[config.mk]
export PLATFORM = sky130hd
export DESIGN_NAME = coin_payment_change_maker
export DESIGN_NICKNAME = d
export VERILOG_FILES = /design/src/rtl/cpcm_pkg.sv /design/src/rtl/coin_payment_change_maker.sv /design/src/rtl/cpcm_datapath.sv /design/src/rtl/cpcm_seq.sv
export VERILOG_INCLUDE_DIRS = /design/src /design/src/rtl
export SDC_FILE = /design/constraint.sdc
export NUM_CORES = 2
export LEC_CHECK = 0
export BUFFER_PORTS_ARGS = -buffer_cell sky130_fd_sc_hd__buf_2
export CORE_AREA = 2 2 211 213
export CTS_BUF_LIST = sky130_fd_sc_hd__clkbuf_4 sky130_fd_sc_hd__clkbuf_8 sky130_fd_sc_hd__clkbuf_16
export DETAILED_ROUTE_END_ITERATION = 8
export DIE_AREA = 0 0 213 215
export GPL_ROUTABILITY_DRIVEN = 0
export PLACE_DENSITY = 0.79
export SLEW_MARGIN = 20
export SYNTH_ARGS = -nofsm -noshare
export SYNTH_HDL_FRONTEND = slang
export SYNTH_SLANG_ARGS = --single-unit
[constraint.sdc]
create_clock -name clk -period 8.9 [get_ports clk]
set_input_delay 0 -clock clk [delete_from_list [all_inputs] [get_ports clk]]
set_output_delay 0 -clock clk [all_outputs]
set_load 0.01 [all_outputs]
[src/rtl/coin_payment_change_maker_macros.svh]
// assertion macros for the coin payment and change maker
// used by the top level only, expects clk and arst_n in scope
`ifndef COIN_PAYMENT_CHANGE_MAKER_MACROS_SVH
`define COIN_PAYMENT_CHANGE_MAKER_MACROS_SVH

// same-cycle implication, disabled during reset
`define CPCM_ASSERT_NOW(label, ante, cons, msg) \
	label: assert property (@(posedge clk) disable iff (!arst_n) (ante) |-> (cons)) \
		else $error(msg);

// next-cycle implication, disabled during reset
`define CPCM_ASSERT_NEXT(label, ante, cons, msg) \
	label: assert property (@(posedge clk) disable iff (!arst_n) (ante) |=> (cons)) \
		else $error(msg);

`endif

[src/rtl/cpcm_pkg.sv]
// shared types, codes and coin tables for the coin payment and change maker
// no dependencies
`timescale 1ns / 1ps

package cpcm_pkg;

	localparam int DENOMS = 8;
	localparam int IDX_W = $clog2(DENOMS);
	localparam int CNT_W = 8;
	localparam int AMT_W = 16;
	localparam int VAL_W = 10;
	localparam int RECIP_W = 18;
	localparam int RECIP_SHIFT = 20;
	localparam int ACC_W = 19;
	localparam logic [CNT_W-1:0] DEFAULT_STOCK = 8'd20;

	typedef enum logic [1:0] {
		ACT_INSERT  = 2'd0,
		ACT_CANCEL  = 2'd1,
		ACT_RESTOCK = 2'd2,
		ACT_IGNORE  = 2'd3
	} action_t;

	typedef enum logic [2:0] {
		KIND_DUE     = 3'd0,
		KIND_CHANGE  = 3'd1,
		KIND_DONE    = 3'd2,
		KIND_REFUND  = 3'd3,
		KIND_RESTOCK = 3'd4
	} kind_t;

	typedef enum logic [3:0] {
		OP_FETCH,
		OP_INSERT,
		OP_NOP,
		OP_QUOT,
		OP_TAKE,
		OP_DONE,
		OP_DUE,
		OP_CANCEL,
		OP_REFUND,
		OP_RESTOCK
	} op_t;

	typedef struct packed {
		op_t  op;
		logic accept;
	} ctrl_t;

	typedef struct packed {
		logic gt;
		logic idx_nz;
		logic hold;
	} status_t;

	function automatic logic [VAL_W-1:0] coin_value(input logic [IDX_W-1:0] idx);
		logic [VAL_W-1:0] v;
		case (idx)
			3'd0:    v = 10'd5;
			3'd1:    v = 10'd10;
			3'd2:    v = 10'd20;
			3'd3:    v = 10'd50;
			3'd4:    v = 10'd100;
			3'd5:    v = 10'd200;
			3'd6:    v = 10'd500;
			default: v = 10'd1000;
		endcase
		return v;
	endfunction

	// ceil(2^20 / value), exact quotient for change up to 1000
	function automatic logic [RECIP_W-1:0] coin_recip(input logic [IDX_W-1:0] idx);
		logic [RECIP_W-1:0] r;
		case (idx)
			3'd0:    r = 18'd209716;
			3'd1:    r = 18'd104858;
			3'd2:    r = 18'd52429;
			3'd3:    r = 18'd20972;
			3'd4:    r = 18'd10486;
			3'd5:    r = 18'd5243;
			3'd6:    r = 18'd2098;
			default: r = 18'd1049;
		endcase
		return r;
	endfunction

endpackage

[src/rtl/coin_payment_change_maker.sv]
// Coin payment and change maker. Requests come in on the cmd channel
// (action, coin_code), results leave on the rsp channel, one per cycle at most.
// A request is taken at a rising edge with cmd_valid high and cmd_stall low;
// a result is taken at an edge with rsp_valid high and rsp_stall low.
// The price register is written through cfg_we / cfg_wdata; the user must
// write it only while idle, the block itself does not enforce this.
// A microcoded sequencer steps through a short program per request, so
// only one request is in flight; cmd_stall is low only in the fetch step.
// A restock runs the restock step; a coin still owed runs the insert step,
// a branch step and the due step; cancel runs one step per denomination,
// then the refund step. A paying coin runs two steps per denomination
// (quotient, then take), then the done step, change items in between.
// The next request is taken the cycle after the last result is loaded into the output register.
// When the receiver stalls, the output register holds its result and the
// sequencer waits on the next step that has a result to give.
// Reset puts every stock count at 20, clears the tally, the amount due
// and the price.
`timescale 1ns / 1ps
`include "coin_payment_change_maker_macros.svh"

module coin_payment_change_maker (
	input  logic                         clk,
	input  logic                         arst_n,
	input  logic                         cmd_valid,
	output logic                         cmd_stall,
	input  logic [1:0]                   action,
	input  logic [2:0]                   coin_code,
	input  logic                         cfg_we,
	input  logic [cpcm_pkg::AMT_W-1:0]   cfg_wdata,
	output logic                         rsp_valid,
	input  logic                         rsp_stall,
	output logic [2:0]                   kind,
	output logic [cpcm_pkg::AMT_W-1:0]   amount,
	output logic [2:0]                   denomination,
	output logic [cpcm_pkg::CNT_W-1:0]   coin_count,
	output logic                         last
);
	import cpcm_pkg::*;

	ctrl_t   ctrl;
	status_t status;

	cpcm_seq u_seq (
		.clk        (clk),
		.arst_n     (arst_n),
		.cmd_valid  (cmd_valid),
		.cmd_action (action),
		.status     (status),
		.cmd_stall  (cmd_stall),
		.ctrl       (ctrl)
	);

	cpcm_datapath u_dp (
		.clk           (clk),
		.arst_n        (arst_n),
		.ctrl          (ctrl),
		.cmd_coin_code (coin_code),
		.cfg_we        (cfg_we),
		.cfg_wdata     (cfg_wdata),
		.rsp_stall     (rsp_stall),
		.status        (status),
		.rsp_valid     (rsp_valid),
		.rsp_kind      (kind),
		.rsp_amount    (amount),
		.rsp_denom     (denomination),
		.rsp_count     (coin_count),
		.rsp_last      (last)
	);

	`CPCM_ASSERT_NOW(a_change_nonzero, rsp_valid && (kind == KIND_CHANGE), coin_count != '0, "change item with zero coins")
	`CPCM_ASSERT_NOW(a_only_change_mid, rsp_valid && !last, kind == KIND_CHANGE, "non-final result that is not change")
	`CPCM_ASSERT_NEXT(a_hold_keeps_step, status.hold, ctrl.op == $past(ctrl.op), "sequencer moved while result blocked")

endmodule

[src/rtl/cpcm_datapath.sv]
// datapath: coin stock and tally, amount due, change arithmetic and result register
// depends on cpcm_pkg, driven by the control word from cpcm_seq
`timescale 1ns / 1ps

module cpcm_datapath (
	input  logic                         clk,
	input  logic                         arst_n,
	input  cpcm_pkg::ctrl_t              ctrl,
	input  logic [2:0]                   cmd_coin_code,
	input  logic                         cfg_we,
	input  logic [cpcm_pkg::AMT_W-1:0]   cfg_wdata,
	input  logic                         rsp_stall,
	output cpcm_pkg::status_t            status,
	output logic                         rsp_valid,
	output logic [2:0]                   rsp_kind,
	output logic [cpcm_pkg::AMT_W-1:0]   rsp_amount,
	output logic [2:0]                   rsp_denom,
	output logic [cpcm_pkg::CNT_W-1:0]   rsp_count,
	output logic                         rsp_last
);
	import cpcm_pkg::*;

	logic [CNT_W-1:0]   stock_q [DENOMS];
	logic [CNT_W-1:0]   tally_q [DENOMS];
	logic [AMT_W-1:0]   price_q;
	logic [AMT_W-1:0]   due_q;
	logic               in_tx_q;
	logic [IDX_W-1:0]   code_q;
	logic [IDX_W-1:0]   idx_q;
	logic               gt_q;
	logic [VAL_W-1:0]   rest_q;
	logic [CNT_W-1:0]   cnt_q;
	logic [ACC_W-1:0]   acc_q;

	logic               rsp_valid_q;
	kind_t              rsp_kind_q;
	logic [AMT_W-1:0]   rsp_amount_q;
	logic [IDX_W-1:0]   rsp_denom_q;
	logic [CNT_W-1:0]   rsp_count_q;
	logic               rsp_last_q;

	logic [VAL_W-1:0]   val_code;
	logic [VAL_W-1:0]   val_idx;
	logic [AMT_W-1:0]   due_cur;
	logic [AMT_W-1:0]   due_diff;
	logic [AMT_W-1:0]   rest_diff;
	logic [27:0]        quot_prod;
	logic [CNT_W-1:0]   quot;
	logic [CNT_W-1:0]   cnt_nxt;
	logic [17:0]        take_prod;
	logic [17:0]        tally_prod;
	logic [AMT_W-1:0]   refund_amt;

	logic               emit;
	logic               out_load;
	logic               adv;
	kind_t              kind_d;
	logic [AMT_W-1:0]   amount_d;
	logic [IDX_W-1:0]   denom_d;
	logic [CNT_W-1:0]   count_d;
	logic               last_d;

	assign val_code   = coin_value(code_q);
	assign val_idx    = coin_value(idx_q);
	assign due_cur    = in_tx_q ? due_q : price_q;
	assign due_diff   = due_cur - AMT_W'(val_code);
	assign rest_diff  = AMT_W'(val_code) - due_cur;
	assign quot_prod  = 28'(rest_q) * 28'(coin_recip(idx_q));
	assign quot       = quot_prod[RECIP_SHIFT +: CNT_W];
	assign cnt_nxt    = (quot < stock_q[idx_q]) ? quot : stock_q[idx_q];
	assign take_prod  = 18'(cnt_q) * 18'(val_idx);
	assign tally_prod = 18'(tally_q[idx_q]) * 18'(val_idx);
	assign refund_amt = (acc_q > ACC_W'(16'hFFFF)) ? 16'hFFFF : acc_q[AMT_W-1:0];

	// result selection per step
	always_comb begin
		emit     = 1'b0;
		kind_d   = KIND_DUE;
		amount_d = '0;
		denom_d  = '0;
		count_d  = '0;
		last_d   = 1'b1;
		unique case (ctrl.op)
			OP_TAKE: begin
				emit    = (cnt_q != '0);
				kind_d  = KIND_CHANGE;
				denom_d = idx_q;
				count_d = cnt_q;
				last_d  = 1'b0;
			end
			OP_DONE: begin
				emit     = 1'b1;
				kind_d   = KIND_DONE;
				amount_d = AMT_W'(rest_q);
			end
			OP_DUE: begin
				emit     = 1'b1;
				kind_d   = KIND_DUE;
				amount_d = due_q;
			end
			OP_REFUND: begin
				emit     = 1'b1;
				kind_d   = KIND_REFUND;
				amount_d = refund_amt;
			end
			OP_RESTOCK: begin
				emit   = 1'b1;
				kind_d = KIND_RESTOCK;
			end
			default: emit = 1'b0;
		endcase
	end

	assign out_load = emit && (!rsp_valid_q || !rsp_stall);
	assign adv      = !(emit && !out_load);

	assign status.gt     = gt_q;
	assign status.idx_nz = (idx_q != '0);
	assign status.hold   = !adv;

	always_ff @(posedge clk or negedge arst_n) begin
		if (!arst_n) begin
			rsp_valid_q <= 1'b0;
		end else if (out_load) begin
			rsp_valid_q <= 1'b1;
		end else if (!rsp_stall) begin
			rsp_valid_q <= 1'b0;
		end
	end

	always_ff @(posedge clk) begin
		if (out_load) begin
			rsp_kind_q   <= kind_d;
			rsp_amount_q <= amount_d;
			rsp_denom_q  <= denom_d;
			rsp_count_q  <= count_d;
			rsp_last_q   <= last_d;
		end
	end

	always_ff @(posedge clk or negedge arst_n) begin
		if (!arst_n) begin
			price_q <= '0;
		end else if (cfg_we) begin
			price_q <= cfg_wdata;
		end
	end

	always_ff @(posedge clk or negedge arst_n) begin
		if (!arst_n) begin
			for (int i = 0; i < DENOMS; i++) begin
				stock_q[i] <= DEFAULT_STOCK;
				tally_q[i] <= '0;
			end
			due_q   <= '0;
			in_tx_q <= 1'b0;
			code_q  <= '0;
			idx_q   <= '0;
			gt_q    <= 1'b0;
			rest_q  <= '0;
			cnt_q   <= '0;
			acc_q   <= '0;
		end else if (adv) begin
			if (ctrl.accept) begin
				code_q <= cmd_coin_code;
				idx_q  <= '1;
				acc_q  <= '0;
			end
			unique case (ctrl.op)
				OP_INSERT: begin
					in_tx_q <= 1'b1;
					if (stock_q[code_q] != '1) stock_q[code_q] <= stock_q[code_q] + 1'b1;
					if (tally_q[code_q] != '1) tally_q[code_q] <= tally_q[code_q] + 1'b1;
					if (due_cur > AMT_W'(val_code)) begin
						due_q <= due_diff;
						gt_q  <= 1'b1;
					end else begin
						rest_q <= rest_diff[VAL_W-1:0];
						gt_q   <= 1'b0;
					end
				end
				OP_QUOT: cnt_q <= cnt_nxt;
				OP_TAKE: begin
					rest_q         <= rest_q - take_prod[VAL_W-1:0];
					stock_q[idx_q] <= stock_q[idx_q] - cnt_q;
					idx_q          <= idx_q - 1'b1;
				end
				OP_DONE: begin
					for (int i = 0; i < DENOMS; i++) tally_q[i] <= '0;
					due_q   <= '0;
					in_tx_q <= 1'b0;
				end
				OP_CANCEL: begin
					stock_q[idx_q] <= (stock_q[idx_q] > tally_q[idx_q]) ?
						stock_q[idx_q] - tally_q[idx_q] : '0;
					tally_q[idx_q] <= '0;
					acc_q          <= acc_q + ACC_W'(tally_prod);
					idx_q          <= idx_q - 1'b1;
				end
				OP_REFUND: begin
					due_q   <= '0;
					in_tx_q <= 1'b0;
				end
				OP_RESTOCK: begin
					for (int i = 0; i < DENOMS; i++) stock_q[i] <= DEFAULT_STOCK;
				end
				default: ;
			endcase
		end
	end

	assign rsp_valid  = rsp_valid_q;
	assign rsp_kind   = rsp_kind_q;
	assign rsp_amount = rsp_amount_q;
	assign rsp_denom  = rsp_denom_q;
	assign rsp_count  = rsp_count_q;
	assign rsp_last   = rsp_last_q;

endmodule

[src/rtl/cpcm_seq.sv]
// microcode sequencer: step counter, control store and conditional jumps
// depends on cpcm_pkg, reads status from cpcm_datapath
`timescale 1ns / 1ps

module cpcm_seq (
	input  logic                clk,
	input  logic                arst_n,
	input  logic                cmd_valid,
	input  logic [1:0]          cmd_action,
	input  cpcm_pkg::status_t   status,
	output logic                cmd_stall,
	output cpcm_pkg::ctrl_t     ctrl
);
	import cpcm_pkg::*;

	typedef logic [3:0] pc_t;

	typedef enum logic [2:0] {
		C_NEXT,
		C_JUMP,
		C_GT,
		C_IDX_NZ,
		C_DISPATCH
	} cond_t;

	typedef struct packed {
		op_t   op;
		cond_t cond;
		pc_t   target;
	} ucode_t;

	localparam pc_t PC_FETCH   = 4'd0;
	localparam pc_t PC_INSERT  = 4'd1;
	localparam pc_t PC_QUOT    = 4'd3;
	localparam pc_t PC_DUE     = 4'd6;
	localparam pc_t PC_CANCEL  = 4'd7;
	localparam pc_t PC_RESTOCK = 4'd9;

	function automatic ucode_t ucode_rom(input pc_t pc);
		ucode_t w;
		case (pc)
			4'd0:    w = '{OP_FETCH,   C_DISPATCH, PC_FETCH};
			4'd1:    w = '{OP_INSERT,  C_NEXT,     PC_FETCH};
			4'd2:    w = '{OP_NOP,     C_GT,       PC_DUE};
			4'd3:    w = '{OP_QUOT,    C_NEXT,     PC_FETCH};
			4'd4:    w = '{OP_TAKE,    C_IDX_NZ,   PC_QUOT};
			4'd5:    w = '{OP_DONE,    C_JUMP,     PC_FETCH};
			4'd6:    w = '{OP_DUE,     C_JUMP,     PC_FETCH};
			4'd7:    w = '{OP_CANCEL,  C_IDX_NZ,   PC_CANCEL};
			4'd8:    w = '{OP_REFUND,  C_JUMP,     PC_FETCH};
			4'd9:    w = '{OP_RESTOCK, C_JUMP,     PC_FETCH};
			default: w = '{OP_NOP,     C_JUMP,     PC_FETCH};
		endcase
		return w;
	endfunction

	pc_t    pc_q;
	pc_t    pc_d;
	pc_t    pc_inc;
	ucode_t uw;

	assign uw     = ucode_rom(pc_q);
	assign pc_inc = pc_q + 1'b1;

	always_comb begin
		pc_d = pc_q;
		if (!status.hold) begin
			unique case (uw.cond)
				C_NEXT:   pc_d = pc_inc;
				C_JUMP:   pc_d = uw.target;
				C_GT:     pc_d = status.gt ? uw.target : pc_inc;
				C_IDX_NZ: pc_d = status.idx_nz ? uw.target : pc_inc;
				C_DISPATCH: begin
					if (cmd_valid) begin
						unique case (action_t'(cmd_action))
							ACT_INSERT:  pc_d = PC_INSERT;
							ACT_CANCEL:  pc_d = PC_CANCEL;
							ACT_RESTOCK: pc_d = PC_RESTOCK;
							default:     pc_d = PC_FETCH;
						endcase
					end
				end
				default:  pc_d = PC_FETCH;
			endcase
		end
	end

	always_ff @(posedge clk or negedge arst_n) begin
		if (!arst_n) begin
			pc_q <= PC_FETCH;
		end else begin
			pc_q <= pc_d;
		end
	end

	assign cmd_stall   = (uw.op != OP_FETCH);
	assign ctrl.op     = uw.op;
	assign ctrl.accept = (uw.op == OP_FETCH) && cmd_valid;

endmodule
==> run_results.csv <==
group,metric,value,unit
timing,finalHoldViolCount,0,
floorplanning,die_y,215,um
logic_synthesis,synth-edff-count,31,
cts,cts_tree,"done",
detailed_routing,ant_nets,0,
logic_synthesis,synth_area,25500,sq um
global_route,grt_max_degree,81,
worst_setup_path,critPathMaxFanout,23,
logic_synthesis,synth_top_area_share,19.0,%
placed_design,dp.cells,3437,
floorplanning,io_pins,59,
worst_setup_path,slowest_stage,"fa_1",
worst_setup_path,required,9.38,ns
detailed_routing,wl_per_cell,23.3,um
placed_design,dpl_worst_slack,0.199,ns
worst_setup_path,reg2reg_depth,31,
timing,setup_violations,0,
cts,cts_buffers,27,
cts,clk_latency,0.61,ns
worst_hold_path,whs_path_depth,4,
timing,worst_pin_slew,1.21,ns
global_route,track_usage,36.6,%
worst_setup_path,slowest_delay,0.54,ns
timing,fin_crit_sh,95.3,%
logic_synthesis,yosysTopAreaCell,"dfrtp_1",
detailed_routing,routed_via_density,6.61,
run,drv_cap,0,
outcome,outcome,"finished, final reports clean",
detailed_routing,drt_pre_antenna_iters,9,
logic_synthesis,syn_avg_cell_area,8.90,sq um
cells_and_area,fillers,3532,
logic_synthesis,seq_area_frac_synth,24.3,%
floorplanning,dieArea,45800,sq um
global_route,grt_pass1_wl,129000,um
timing,fmax,118,MHz
logic_synthesis,yosys_warnings,0,
placed_design,port_buffers,58,
detailed_routing,finalWirelength,82500,um
timing,setup_slack,0.417,ns
cells_and_area,nNetsFinal,3346,
floorplanning,start_util,58.4,%
cells_and_area,syn2layout_area_growth,9.30,%
logic_synthesis,syn-num-nets,3289,
logic_synthesis,synthArstFlopShare,87.1,%
timing,slew_viol_final,0,
timing,setup_tns,0,ns
logic_synthesis,syn_inst,2863,
cells_and_area,final_cells,3533,
cts,cts.path.max_buffers,3,
floorplanning,rows,77,
cts,cts-htree-levels,1,
timing,maxSlewHeadroom,19.1,%
worst_setup_path,crit_cells,31,
timing,finClkSkew,0.0346,ns
worst_setup_path,crit_path_end_kind,"flop",
detailed_routing,drc,0,
worst_setup_path,crit_buf_inv,7,
worst_setup_path,cp.arrival,8.96,ns
worst_setup_path,cp_top_family,"adder cells",
placed_design,dp_hpwl,60100,um
floorplanning,die_w,213,um
global_route,grt_pass1_vias,23900,
cts,clock-sinks,241,
worst_setup_path,start_kind,"flop",
floorplanning,core_area,43600,sq um
logic_synthesis,yosys_register_bits,241,
timing,period_needed,8.48,ns
logic_synthesis,synth_flop_cell,"dfrtp_1",
cts,clk_pin_slew_worst_paths,0.07,ns
logic_synthesis,ys_types,92,
worst_setup_path,crit_type,"reg2reg",
logic_synthesis,ys_top_cells_by_area,"dfrtp_1 19%, fa_1 18%, ha_1 8.7%",
worst_hold_path,hold_class,"in2reg",
cells_and_area,layout-drive-gt1-share,10.8,%
global_route,antenna_found_initial,1,
detailed_routing,route.vias.total,23300,
cts,cts_root_buf,"clkbuf_16",
detailed_routing,drt_iter0_drc,3170,
global_route,grt_overflow,0,
tightest hold or removal path, delay by kind of cell:
kind	cells	cell delay (ns)
buf+inv	2	0.67
simple gates	2	0.11
timing repair:
action / CTS / global route
endpoints found under the hold margin: 91 / 0
resized for setup: 0 / 15
setup endpoints to repair: 0 / 8
setup buffers: 0 / 0
hold buffers: 46 / 0
synthesized netlist by cell type, drive strengths merged, types with 10 or more instances:
cell type and instances:
a211oi 12, a21boi 13, a21o 22, a21oi 114
a22o 32, a22oi 24, a31oi 13, and2 64
and3 22, buf 38, clkbuf 97, dfrtp 194
dfstp 16, edfxtp 31, fa 223, ha 177
inv 334, mux2 43, mux2i 41, mux4 35
nand2 410, nand2b 12, nand3 30, nand4 10
nor2 195, nor2b 28, nor3 48, o211ai 12
o21a 51, o21ai 246, o221ai 59, o22ai 21
o31ai 12, or2 12, or3 10, xnor2 46
xor2 19
metrics by stage:
stage	util [%]	area, sq um	hold slack (ns)
after detailed placement	60.5	26400	0.0286
final	63.8	27900	0.201
after global routing	63.8	27900	0.200
after floorplan	-	25500	-0.296
after CTS	63.7	27800	0.155
after global placement	60.5	26400	0.0256
metal layers:
layer / GRT usage (%) / vias to the layer above / part of all wire [%]
met5: 0 / - / 0
li1: - / 9948 / -
met2: 57.0 / 1748 / 45
met3: 12.1 / 491 / 14
met4: 19.7 / 0 / 6.5
met1: 44.8 / 11200 / 35
logic make-up (layout without fill, tap and decap cells):
family / Yosys count / after routing / share of synthesized area (%)
AND/OR/NAND/NOR: 863 / 863 / 15.0
AO/OA/AOI/OAI: 701 / 701 / 18.1
XOR/XNOR: 66 / 66 / 2.35
buffers and inverters: 473 / 550 / 7.34
multiplexers: 119 / 119 / 6.66
flip-flops: 241 / 241 / 24.3
other: 0 / 1 / 0
adder cells (fa/ha/maj): 400 / 400 / 26.2
worst paths after layout:
path | start | end | slack [ns]
worst min register to register | u_dp.in_tx_q | u_dp.in_tx_q | 0.50
worst min-delay path | coin_code[1] | u_dp.code_q[1] | 0.20
max in group asynchronous | arst_n | u_dp.idx_q[2] | 6.44
worst max-delay path | u_dp.idx_q[1] | u_dp.cnt_q[4] | 0.42
worst max register to register | u_dp.idx_q[1] | u_dp.cnt_q[4] | 0.42
min in group asynchronous | arst_n | asynchronous set/reset pin | 0.45
area by class of cell:
cell class                 instances  area [sq um]  area share, %
antenna                            1          2.50        0.00898
clock buffer                      37           787           2.82
clock inverter                    12           144          0.516
inverter                         338          1270           4.55
multi-input combinational       2149         17500           62.8
sequential                       241          6210           22.3
tap                              592           741           2.66
timing repair buffer             163          1210           4.34
placed cells by master, fill, tap and decap left out, drive strengths merged, types with 13 or more instances in the layout:
cell type and count:
edfxtp 31, nor3 48, a21o 22, nor2 195, mux4 35, a31oi 13, and2 64, fa 223
xor2 19, mux2 43, ha 177, o22ai 21, o221ai 59, nand2 410, clkbuf 38, nor2b 28
xnor2 46, o21a 51, a21oi 114, o21ai 246, a21boi 13, nand3 30, mux2i 41, and3 22
inv 336, a22oi 24, dfrtp 194, dfstp 16, dlygate4sd3 46, buf 116, a22o 32
Power is left out: the tool's default activity adds up to more than one toggle a clock period on the data nets, which glitch-free logic cannot reach.
